### src/rtl/core/tgc_pkg.sv
`default_nettype none

package tgc_pkg;

    localparam int RAW_BITS   = 16;
    localparam int COUNT_BITS = 4;
    localparam int GEST_BITS  = 3;
    localparam int CFG_BITS   = 16;
    localparam int DIST_BITS  = 16;
    localparam int CFG_IDX_BITS = 1;

    localparam logic [CFG_IDX_BITS-1:0] CFG_MOVE_THRESHOLD = 1'b0;
    localparam logic [CFG_IDX_BITS-1:0] CFG_MIRROR_ORIGIN  = 1'b1;

    localparam logic [CFG_BITS-1:0] MOVE_THRESHOLD_RESET = 16'd20;
    localparam logic [CFG_BITS-1:0] MIRROR_ORIGIN_RESET  = 16'd800;

    localparam logic [COUNT_BITS-1:0] ONE_POINT  = 4'd1;
    localparam logic [COUNT_BITS-1:0] TWO_POINTS = 4'd2;

    localparam logic [GEST_BITS-1:0] G_NONE         = 3'd0;
    localparam logic [GEST_BITS-1:0] G_SWIPE_X_UP   = 3'd1;
    localparam logic [GEST_BITS-1:0] G_SWIPE_X_DOWN = 3'd2;
    localparam logic [GEST_BITS-1:0] G_SWIPE_Y_UP   = 3'd3;
    localparam logic [GEST_BITS-1:0] G_SWIPE_Y_DOWN = 3'd4;
    localparam logic [GEST_BITS-1:0] G_LONG_PRESS   = 3'd5;
    localparam logic [GEST_BITS-1:0] G_ZOOM_IN      = 3'd6;
    localparam logic [GEST_BITS-1:0] G_ZOOM_OUT     = 3'd7;

    typedef struct packed {
        logic load;
        logic diff;
        logic square;
        logic sum;
        logic root;
        logic finish;
    } t_cmd;

    typedef struct packed {
        logic pinch_in;
    } t_status;

endpackage

`default_nettype wire

### src/rtl/core/tgc_in_if.sv
`default_nettype none

interface tgc_in_if;
    logic                            valid;
    logic                            ready;
    logic                            touched;
    logic [tgc_pkg::COUNT_BITS-1:0]  point_count;
    logic [tgc_pkg::RAW_BITS-1:0]    first_raw_x;
    logic [tgc_pkg::RAW_BITS-1:0]    first_raw_y;
    logic [tgc_pkg::RAW_BITS-1:0]    second_raw_x;
    logic [tgc_pkg::RAW_BITS-1:0]    second_raw_y;

    modport source (
        output valid, touched, point_count, first_raw_x, first_raw_y,
               second_raw_x, second_raw_y,
        input  ready
    );
    modport sink (
        input  valid, touched, point_count, first_raw_x, first_raw_y,
               second_raw_x, second_raw_y,
        output ready
    );
endinterface

`default_nettype wire

### src/rtl/core/tgc_out_if.sv
`default_nettype none

interface tgc_out_if;
    logic                           valid;
    logic                           ready;
    logic [tgc_pkg::GEST_BITS-1:0]  gesture;

    modport source (output valid, gesture, input ready);
    modport sink (input valid, gesture, output ready);
endinterface

`default_nettype wire

### src/rtl/core/touch_gesture_classifier_core.sv
`default_nettype none

// Classifies touch-controller scans into swipes, long presses and pinch zooms, one
// result per accepted scan. A scan with two touched points passes through the difference,
// square and sum steps and then the square root of the pinch distance, which resolves one
// result bit per cycle; any other scan goes straight to the finish step. The next scan
// is taken as soon as the block is back in its idle state, while the previous result
// may still wait in the output register for its transfer. Configuration is written
// through the plain write port, by the user only while idle; the block does not check it.
module touch_gesture_classifier_core #(
    parameter int COORD_BITS = 16
) (
    input  wire logic                             i_clk,
    input  wire logic                             i_rst_n,
    input  wire logic                             i_cfg_we,
    input  wire logic [tgc_pkg::CFG_IDX_BITS-1:0] i_cfg_idx,
    input  wire logic [tgc_pkg::CFG_BITS-1:0]     i_cfg_data,
    tgc_in_if.sink                                i_in,
    tgc_out_if.source                             o_out
);

    tgc_pkg::t_cmd    w_cmd;
    tgc_pkg::t_status w_status;

    tgc_ctrl #(
        .COORD_BITS (COORD_BITS)
    ) u_ctrl (
        .i_clk       (i_clk),
        .i_rst_n     (i_rst_n),
        .i_in_valid  (i_in.valid),
        .o_in_ready  (i_in.ready),
        .i_out_ready (o_out.ready),
        .o_out_valid (o_out.valid),
        .i_status    (w_status),
        .o_cmd       (w_cmd)
    );

    tgc_datapath #(
        .COORD_BITS (COORD_BITS)
    ) u_datapath (
        .i_clk          (i_clk),
        .i_rst_n        (i_rst_n),
        .i_cfg_we       (i_cfg_we),
        .i_cfg_idx      (i_cfg_idx),
        .i_cfg_data     (i_cfg_data),
        .i_touched      (i_in.touched),
        .i_point_count  (i_in.point_count),
        .i_first_raw_x  (i_in.first_raw_x),
        .i_first_raw_y  (i_in.first_raw_y),
        .i_second_raw_x (i_in.second_raw_x),
        .i_second_raw_y (i_in.second_raw_y),
        .i_cmd          (w_cmd),
        .o_status       (w_status),
        .o_gesture      (o_out.gesture)
    );

    a_one_item: assert property (@(posedge i_clk) disable iff (!i_rst_n)
        (i_in.valid && i_in.ready) |=> !i_in.ready)
        else $error("input accepted in two consecutive cycles");

    a_cmd_onehot: assert property (@(posedge i_clk) disable iff (!i_rst_n)
        $onehot0(w_cmd))
        else $error("more than one datapath command active");

    a_result_source: assert property (@(posedge i_clk) disable iff (!i_rst_n)
        $rose(o_out.valid) |-> $past(w_cmd.finish))
        else $error("result appeared without a finish command");

endmodule

`default_nettype wire

### src/rtl/core/tgc_ctrl.sv
`default_nettype none

module tgc_ctrl #(
    parameter int COORD_BITS = 16
) (
    input  wire logic     i_clk,
    input  wire logic     i_rst_n,
    input  wire logic     i_in_valid,
    output logic          o_in_ready,
    input  wire logic     i_out_ready,
    output logic          o_out_valid,
    input  tgc_pkg::t_status i_status,
    output tgc_pkg::t_cmd o_cmd
);

    localparam int ROOT_BITS = COORD_BITS + 1;
    localparam int CNT_BITS  = $clog2(ROOT_BITS);

    localparam logic [2:0] S_IDLE   = 3'd0;
    localparam logic [2:0] S_DIFF   = 3'd1;
    localparam logic [2:0] S_SQUARE = 3'd2;
    localparam logic [2:0] S_SUM    = 3'd3;
    localparam logic [2:0] S_ROOT   = 3'd4;
    localparam logic [2:0] S_FINISH = 3'd5;

    logic [2:0]          r_state, n_state;
    logic [CNT_BITS-1:0] r_cnt, n_cnt;
    logic                r_out_valid, n_out_valid;
    logic                w_fire;

    assign w_fire      = (r_state == S_FINISH) && (!r_out_valid || i_out_ready);
    assign o_in_ready  = (r_state == S_IDLE);
    assign o_out_valid = r_out_valid;

    always_comb begin
        o_cmd        = '0;
        o_cmd.load   = (r_state == S_IDLE) && i_in_valid;
        o_cmd.diff   = (r_state == S_DIFF);
        o_cmd.square = (r_state == S_SQUARE);
        o_cmd.sum    = (r_state == S_SUM);
        o_cmd.root   = (r_state == S_ROOT);
        o_cmd.finish = w_fire;
    end

    always_comb begin
        n_state     = r_state;
        n_cnt       = r_cnt;
        n_out_valid = r_out_valid;
        if (r_out_valid && i_out_ready) begin
            n_out_valid = 1'b0;
        end
        unique case (r_state)
            S_IDLE: begin
                if (i_in_valid) begin
                    n_state = i_status.pinch_in ? S_DIFF : S_FINISH;
                end
            end
            S_DIFF:   n_state = S_SQUARE;
            S_SQUARE: n_state = S_SUM;
            S_SUM: begin
                n_state = S_ROOT;
                n_cnt   = CNT_BITS'(ROOT_BITS - 1);
            end
            S_ROOT: begin
                n_cnt = r_cnt - 1'b1;
                if (r_cnt == '0) begin
                    n_state = S_FINISH;
                end
            end
            S_FINISH: begin
                if (w_fire) begin
                    n_state     = S_IDLE;
                    n_out_valid = 1'b1;
                end
            end
            default: n_state = S_IDLE;
        endcase
    end

    always_ff @(posedge i_clk) begin
        if (!i_rst_n) begin
            r_state     <= S_IDLE;
            r_cnt       <= '0;
            r_out_valid <= 1'b0;
        end else begin
            r_state     <= n_state;
            r_cnt       <= n_cnt;
            r_out_valid <= n_out_valid;
        end
    end

endmodule

`default_nettype wire

### src/rtl/core/tgc_datapath.sv
`default_nettype none

module tgc_datapath #(
    parameter int COORD_BITS = 16
) (
    input  wire logic                             i_clk,
    input  wire logic                             i_rst_n,
    input  wire logic                             i_cfg_we,
    input  wire logic [tgc_pkg::CFG_IDX_BITS-1:0] i_cfg_idx,
    input  wire logic [tgc_pkg::CFG_BITS-1:0]     i_cfg_data,
    input  wire logic                             i_touched,
    input  wire logic [tgc_pkg::COUNT_BITS-1:0]   i_point_count,
    input  wire logic [tgc_pkg::RAW_BITS-1:0]     i_first_raw_x,
    input  wire logic [tgc_pkg::RAW_BITS-1:0]     i_first_raw_y,
    input  wire logic [tgc_pkg::RAW_BITS-1:0]     i_second_raw_x,
    input  wire logic [tgc_pkg::RAW_BITS-1:0]     i_second_raw_y,
    input  tgc_pkg::t_cmd                         i_cmd,
    output tgc_pkg::t_status                      o_status,
    output logic [tgc_pkg::GEST_BITS-1:0]         o_gesture
);

    localparam int CB        = COORD_BITS;
    localparam int ROOT_BITS = CB + 1;
    localparam int RAD_BITS  = 2 * ROOT_BITS;
    localparam int REM_BITS  = ROOT_BITS + 2;

    logic [tgc_pkg::CFG_BITS-1:0] r_thr, r_origin;

    logic [CB-1:0] r_held_x, r_held_y;
    logic          r_single, r_pinch;
    logic [tgc_pkg::DIST_BITS-1:0] r_start_dist;

    logic                            r_touched;
    logic [tgc_pkg::COUNT_BITS-1:0]  r_count;
    logic [CB-1:0]                   r_x0, r_y0, r_x1, r_y1;
    logic [CB-1:0]                   r_dx, r_dy;
    logic [2*CB-1:0]                 r_sqx, r_sqy;
    logic [RAD_BITS-1:0]             r_rad;
    logic [REM_BITS-1:0]             r_rem;
    logic [ROOT_BITS-1:0]            r_root;
    logic [tgc_pkg::GEST_BITS-1:0]   r_gesture;

    logic [tgc_pkg::RAW_BITS-1:0] w_mx0, w_mx1;
    logic [REM_BITS+1:0]          w_rem_sh, w_trial;
    logic [31:0]                  w_root32;
    logic [tgc_pkg::DIST_BITS-1:0] w_dist, w_ddist;
    logic [CB-1:0]                w_dx1, w_dy1;
    logic [tgc_pkg::GEST_BITS-1:0] w_gest;

    assign o_status.pinch_in = i_touched && (i_point_count == tgc_pkg::TWO_POINTS);
    assign o_gesture = r_gesture;

    assign w_mx0 = r_origin - i_first_raw_x;
    assign w_mx1 = r_origin - i_second_raw_x;

    assign w_rem_sh = {r_rem, r_rad[RAD_BITS-1 -: 2]};
    assign w_trial  = (REM_BITS + 2)'({r_root, 2'b01});

    assign w_root32 = 32'(r_root);
    assign w_dist   = (w_root32 > 32'h0000_FFFF) ? 16'hFFFF : w_root32[15:0];
    assign w_ddist  = (r_start_dist > w_dist) ? (r_start_dist - w_dist)
                                              : (w_dist - r_start_dist);
    assign w_dx1    = (r_held_x > r_x0) ? (r_held_x - r_x0) : (r_x0 - r_held_x);
    assign w_dy1    = (r_held_y > r_y0) ? (r_held_y - r_y0) : (r_y0 - r_held_y);

    always_comb begin
        w_gest = tgc_pkg::G_NONE;
        if (r_touched && (r_count == tgc_pkg::ONE_POINT) && r_single) begin
            priority if ((w_dx1 > w_dy1) && (16'(w_dx1) > r_thr)) begin
                w_gest = (r_held_x < r_x0) ? tgc_pkg::G_SWIPE_X_UP
                                           : tgc_pkg::G_SWIPE_X_DOWN;
            end else if ((w_dy1 > w_dx1) && (16'(w_dy1) > r_thr)) begin
                w_gest = (r_held_y < r_y0) ? tgc_pkg::G_SWIPE_Y_UP
                                           : tgc_pkg::G_SWIPE_Y_DOWN;
            end else if ((r_held_x == r_x0) && (r_held_y == r_y0)) begin
                w_gest = tgc_pkg::G_LONG_PRESS;
            end
        end else if (r_touched && (r_count == tgc_pkg::TWO_POINTS) && r_pinch) begin
            if (w_ddist > r_thr) begin
                w_gest = (r_start_dist < w_dist) ? tgc_pkg::G_ZOOM_IN
                                                 : tgc_pkg::G_ZOOM_OUT;
            end
        end
    end

    always_ff @(posedge i_clk) begin
        if (!i_rst_n) begin
            r_thr        <= tgc_pkg::MOVE_THRESHOLD_RESET;
            r_origin     <= tgc_pkg::MIRROR_ORIGIN_RESET;
            r_held_x     <= '0;
            r_held_y     <= '0;
            r_single     <= 1'b0;
            r_pinch      <= 1'b0;
            r_start_dist <= '0;
        end else begin
            if (i_cfg_we) begin
                if (i_cfg_idx == tgc_pkg::CFG_MOVE_THRESHOLD) begin
                    r_thr <= i_cfg_data;
                end else if (i_cfg_idx == tgc_pkg::CFG_MIRROR_ORIGIN) begin
                    r_origin <= i_cfg_data;
                end
            end
            if (i_cmd.finish && r_touched) begin
                if (r_count == tgc_pkg::ONE_POINT) begin
                    if (!r_single) begin
                        r_held_x <= r_x0;
                        r_held_y <= r_y0;
                        r_single <= 1'b1;
                    end else begin
                        r_single <= 1'b0;
                    end
                end else if (r_count == tgc_pkg::TWO_POINTS) begin
                    r_held_x <= r_x0;
                    r_held_y <= r_y0;
                    if (!r_pinch) begin
                        r_pinch      <= 1'b1;
                        r_start_dist <= w_dist;
                    end else begin
                        r_pinch      <= 1'b0;
                        r_start_dist <= '0;
                    end
                end else begin
                    r_single     <= 1'b0;
                    r_pinch      <= 1'b0;
                    r_start_dist <= '0;
                end
            end
        end
    end

    always_ff @(posedge i_clk) begin
        if (i_cmd.load) begin
            r_touched <= i_touched;
            r_count   <= i_point_count;
            r_x0      <= w_mx0[CB-1:0];
            r_y0      <= i_first_raw_y[CB-1:0];
            r_x1      <= w_mx1[CB-1:0];
            r_y1      <= i_second_raw_y[CB-1:0];
        end
        if (i_cmd.diff) begin
            r_dx <= (r_x0 > r_x1) ? (r_x0 - r_x1) : (r_x1 - r_x0);
            r_dy <= (r_y0 > r_y1) ? (r_y0 - r_y1) : (r_y1 - r_y0);
        end
        if (i_cmd.square) begin
            r_sqx <= r_dx * r_dx;
            r_sqy <= r_dy * r_dy;
        end
        if (i_cmd.sum) begin
            r_rad  <= RAD_BITS'(r_sqx) + RAD_BITS'(r_sqy);
            r_rem  <= '0;
            r_root <= '0;
        end
        if (i_cmd.root) begin
            r_rad <= {r_rad[RAD_BITS-3:0], 2'b00};
            if (w_rem_sh >= w_trial) begin
                r_rem  <= REM_BITS'(w_rem_sh - w_trial);
                r_root <= {r_root[ROOT_BITS-2:0], 1'b1};
            end else begin
                r_rem  <= REM_BITS'(w_rem_sh);
                r_root <= {r_root[ROOT_BITS-2:0], 1'b0};
            end
        end
        if (i_cmd.finish) begin
            r_gesture <= w_gest;
        end
    end

endmodule

`default_nettype wire

### src/flat_wrapper.sv
// flat-port wrapper written by rule: the top's interface ports become plain ports
module touch_gesture_classifier_core_flat 
#(
    parameter int COORD_BITS = 16
)
  (i_clk, i_rst_n, i_cfg_we, i_cfg_idx, i_cfg_data, i_in_valid, i_in_touched, i_in_point_count, i_in_first_raw_x, i_in_first_raw_y, i_in_second_raw_x, i_in_second_raw_y, i_in_ready, o_out_valid, o_out_gesture, o_out_ready);
  tgc_in_if i_in_i ();
  tgc_out_if o_out_i ();
  input  wire logic i_clk;
  input  wire logic i_rst_n;
  input  wire logic i_cfg_we;
  input  wire logic [tgc_pkg::CFG_IDX_BITS-1:0] i_cfg_idx;
  input  wire logic [tgc_pkg::CFG_BITS-1:0] i_cfg_data;
  input wire logic [$bits(i_in_i.valid)-1:0] i_in_valid;
  input wire logic [$bits(i_in_i.touched)-1:0] i_in_touched;
  input wire logic [$bits(i_in_i.point_count)-1:0] i_in_point_count;
  input wire logic [$bits(i_in_i.first_raw_x)-1:0] i_in_first_raw_x;
  input wire logic [$bits(i_in_i.first_raw_y)-1:0] i_in_first_raw_y;
  input wire logic [$bits(i_in_i.second_raw_x)-1:0] i_in_second_raw_x;
  input wire logic [$bits(i_in_i.second_raw_y)-1:0] i_in_second_raw_y;
  output wire logic [$bits(i_in_i.ready)-1:0] i_in_ready;
  output wire logic [$bits(o_out_i.valid)-1:0] o_out_valid;
  output wire logic [$bits(o_out_i.gesture)-1:0] o_out_gesture;
  input wire logic [$bits(o_out_i.ready)-1:0] o_out_ready;
  assign i_in_i.valid = i_in_valid;
  assign i_in_i.touched = i_in_touched;
  assign i_in_i.point_count = i_in_point_count;
  assign i_in_i.first_raw_x = i_in_first_raw_x;
  assign i_in_i.first_raw_y = i_in_first_raw_y;
  assign i_in_i.second_raw_x = i_in_second_raw_x;
  assign i_in_i.second_raw_y = i_in_second_raw_y;
  assign i_in_ready = i_in_i.ready;
  assign o_out_valid = o_out_i.valid;
  assign o_out_gesture = o_out_i.gesture;
  assign o_out_i.ready = o_out_ready;
  touch_gesture_classifier_core #(.COORD_BITS(COORD_BITS)) u_core (.i_clk(i_clk), .i_rst_n(i_rst_n), .i_cfg_we(i_cfg_we), .i_cfg_idx(i_cfg_idx), .i_cfg_data(i_cfg_data), .i_in(i_in_i), .o_out(o_out_i));
endmodule
### config.mk
export PLATFORM = sky130hd
export DESIGN_NAME = touch_gesture_classifier_core_flat
export DESIGN_NICKNAME = d
export VERILOG_FILES = /design/src/rtl/core/tgc_pkg.sv /design/src/rtl/core/tgc_in_if.sv /design/src/rtl/core/tgc_out_if.sv /design/src/rtl/core/touch_gesture_classifier_core.sv /design/src/rtl/core/tgc_ctrl.sv /design/src/rtl/core/tgc_datapath.sv /design/src/flat_wrapper.sv
export SDC_FILE = /design/constraint.sdc
export NUM_CORES = 2
export LEC_CHECK = 0
export BUFFER_PORTS_ARGS = -buffer_cell sky130_fd_sc_hd__buf_4
export CAP_MARGIN = 20
export CORE_UTILIZATION = 38
export CTS_BUF_LIST = sky130_fd_sc_hd__clkbuf_8
export CTS_CLUSTER_SIZE = 8
export DETAILED_ROUTE_END_ITERATION = 10
export PLACE_DENSITY = 0.65
export SYNTH_ARGS = -nofsm -noshare
export SYNTH_HDL_FRONTEND = slang
export SYNTH_SLANG_ARGS = --single-unit
export TNS_END_PERCENT = 10
### constraint.sdc
create_clock -name i_clk -period 20.1 [get_ports i_clk]
set_input_delay 1.005 -clock i_clk [delete_from_list [all_inputs] [get_ports i_clk]]
set_output_delay 1.005 -clock i_clk [all_outputs]
set_load 0.005 [all_outputs]
==> impl_metrics.tcl <==
set metrics [dict create \
    cp_cell_sequence "nand2_1 > inv_1 > fa_1 > inv_1 > fa_1 > inv_1 > fa_1 > inv_1 > fa_1 > inv_1 > fa_1 > inv_1 > fa_1 > inv_1 > ha_1 > a21o_1 > a21o_1 > a31oi_1 > o21ai_0 > a31oi_1 > o21bai_1 > a221o_1 > a221oi_1 > xnor2_1" \
    path_class "reg -> reg" \
    fp.coreArea_mm2 0.0986 \
    netlist.area_leader.share_pct 18.5 \
    crit_path_top_delay_cell "edfxtp_1" \
    crit_family "adder cells" \
    start_util_pct 38.5 \
    worst-path-buf-inv 7 \
    clock-sinks 327 \
    die_x_um 318 \
    run_status "completed" \
    grt_max_degree 92 \
    avgSynthCellArea_um2 9.16 \
    grt_pass1_vias 28800 \
    yosysTopAreaCell "edfxtp_1" \
    synth_flop_cell "edfxtp_1" \
    max_freq_mhz 142 \
    final_common_cell "inv_1" \
    clk_path_buf_depth 3 \
    cts_buffers 60 \
    cp_common_cell "inv_1" \
    fin_crit_ns 7.04 \
    cts_tree "done" \
    synth-seq-cells 327 \
    grt_util_all_layers_pct 17.7 \
    yosys_warnings 0 \
    async_reset_ff_share_pct 0 \
    slowest_delay_ns 0.65 \
    die_h_um 318 \
    grt_pass1_wl_um 146000 \
    synthTopCellsByArea "edfxtp_1 19%, fa_1 18%, ha_1 16%, inv_1 7.4%, dfxtp_1 4.9%" \
    worstSkewPairLatency_ns 0.72 \
    cp_max_fo 16 \
    drc 0 \
    worstMarginPinSlew_ns 1.01 \
    antenna_found_initial 1 \
    skew_ns 0.0660 \
    dr.pass1.iters 6 \
    fillerInstances 9627 \
    finalHoldViolations 0 \
    row_count 115 \
    cp-start-kind "flop" \
    period_share_pct 35.0 \
    finalNetCount 5104 \
    wl_um 89200 \
    drv_cap 0 \
    final_cell_mix "761 x inv_1, 492 x ha_1, 351 x nand2_1, 340 x fa_1, 234 x edfxtp_1" \
    via_count 28200 \
    synth-edff-count 234 \
    final_antenna_net_count 0 \
    routedWlPerCell_um 16.2 \
    slew_headroom_pct 32.7 \
    die-area_mm2 0.101 \
    hp-class "reg -> reg" \
    syn_to_final_growth_pct 8.75 \
    postCtsSetupBuffers 0 \
    drtIter0Drc 1711 \
    port_buffers 95 \
    io_pins 96 \
    path_clk_slew_ns 0.06 \
    postCtsHoldBufs 0 \
    post_drt_via_cell_ratio 5.11 \
    cts_resized 0 \
    setup-tns-final_ns 0 \
    seq_area_frac_synth_pct 23.4 \
    crit_path_end_kind "flop" \
    clock-root-buffer "clkbuf_8" \
    synth_fp_nets 5060 \
    htreeDepth 2 \
    synthesis.area_mm2 0.0379 \
    postSynthCellCount 4137 \
    cp.required_ns 20.55 \
    grt_remaining_overflow 0 \
    rsz0062_at_grt "false" \
    dp_hpwl_um 71900 \
    ys_types 76 \
    gp_congestion 0.885 \
    cp.arrival_ns 7.49 \
    drive_above_1_share_pct 5.62 \
    final_max_slew_viol_count 0 \
    setup_viol 0 \
]
-- flip-flops by register name, summed over array words and instances, names as in the netlist, 17 cells and up --
register and cells:
u_core.u_datapath.r_rem 19, u_core.u_datapath.r_rad 34, u_core.u_datapath.r_sqy 31, u_core.u_datapath.r_root 17, u_core.u_datapath.r_sqx 31
-- through the flow --
step	setup slack [ns]	hold WS [ns]	cells	instance area, µm²	util, %
finish	13.06	0.467	5520	41200	41.8
CTS	13.11	0.421	5517	41200	41.8
global route	12.76	0.441	5520	41200	41.8
detailed placement	13.08	0.463	5404	39800	40.4
floorplan	13.73	0.442	4137	37900	-
global placement	13.17	0.458	5404	39800	40.4
-- cell families (layout without fill, tap and decap cells) --
| logic type | count (synthesis) | in the layout | share of synthesized area (%) |
|---|---|---|---|
| xor gates and xnor gates | 205 | 205 | 4.74 |
| other | 0 | 1 | 0 |
| muxes | 70 | 70 | 1.89 |
| and+or+nand+nor | 1003 | 1003 | 12.9 |
| buffers and inverters | 872 | 967 | 8.70 |
| DFF | 327 | 327 | 23.4 |
| adders and majority gates | 832 | 832 | 34.2 |
| AOI/OAI and AO/OA | 828 | 828 | 14.2 |
-- tightest hold or removal path, cell delays in order (launching register included) --
cell and delay [ns]:
dfxtp_1 0.31, nand2_1 0.05, a21boi_0 0.06
-- Yosys cell counts (38+ instances only) --
| master | n |
|---|---|
| nand2_1 | 351 |
| dfxtp_1 | 93 |
| nand3_1 | 39 |
| o21ai_0 | 162 |
| fa_1 | 340 |
| clkbuf_1 | 103 |
| a21o_1 | 141 |
| a21oi_1 | 221 |
| inv_1 | 748 |
| nand4_1 | 41 |
| a211oi_1 | 38 |
| o21a_1 | 41 |
| nor3_1 | 50 |
| mux2i_1 | 56 |
| nor2_1 | 187 |
| nor2b_1 | 74 |
| xnor2_1 | 137 |
| and2_1 | 140 |
| xor2_1 | 68 |
| edfxtp_1 | 234 |
| ha_1 | 492 |
-- final timing paths --
path,startpoint,to,slack [ns],cells past startpoint
worst max register to register,u_core.u_datapath.r_dy[9],u_core.u_datapath.r_sqy[31],13.06,24
worst min register to register,u_core.u_datapath.r_thr[3],u_core.u_datapath.r_thr[3],0.47,2
worst min-delay path,u_core.u_datapath.r_thr[3],u_core.u_datapath.r_thr[3],0.47,2
worst max-delay path,u_core.u_datapath.r_dy[9],u_core.u_datapath.r_sqy[31],13.06,24
-- final cells by class --
class	instances	area [µm²]	area share, %
Tap cell	1287	1610	3.91
Clock buffer	66	908	2.20
Sequential cell	327	8890	21.6
Multi-Input combinational cell	2938	25800	62.5
Timing Repair Buffer	106	800	1.94
Inverter	748	2810	6.81
Clock inverter	47	460	1.12
Antenna cell	1	2.50	0.00607
-- routing by layer --
layer	wire, µm	track usage [%]	vias up
met5	0	0	-
met4	2900	6.09	0
met3	3330	1.76	132
met2	43100	30.8	572
met1	39800	22.8	13700
li1	-	-	13900
Power is left out: the tool's default activity adds up to more than one toggle a clock period on the data nets, which glitch-free logic cannot reach.
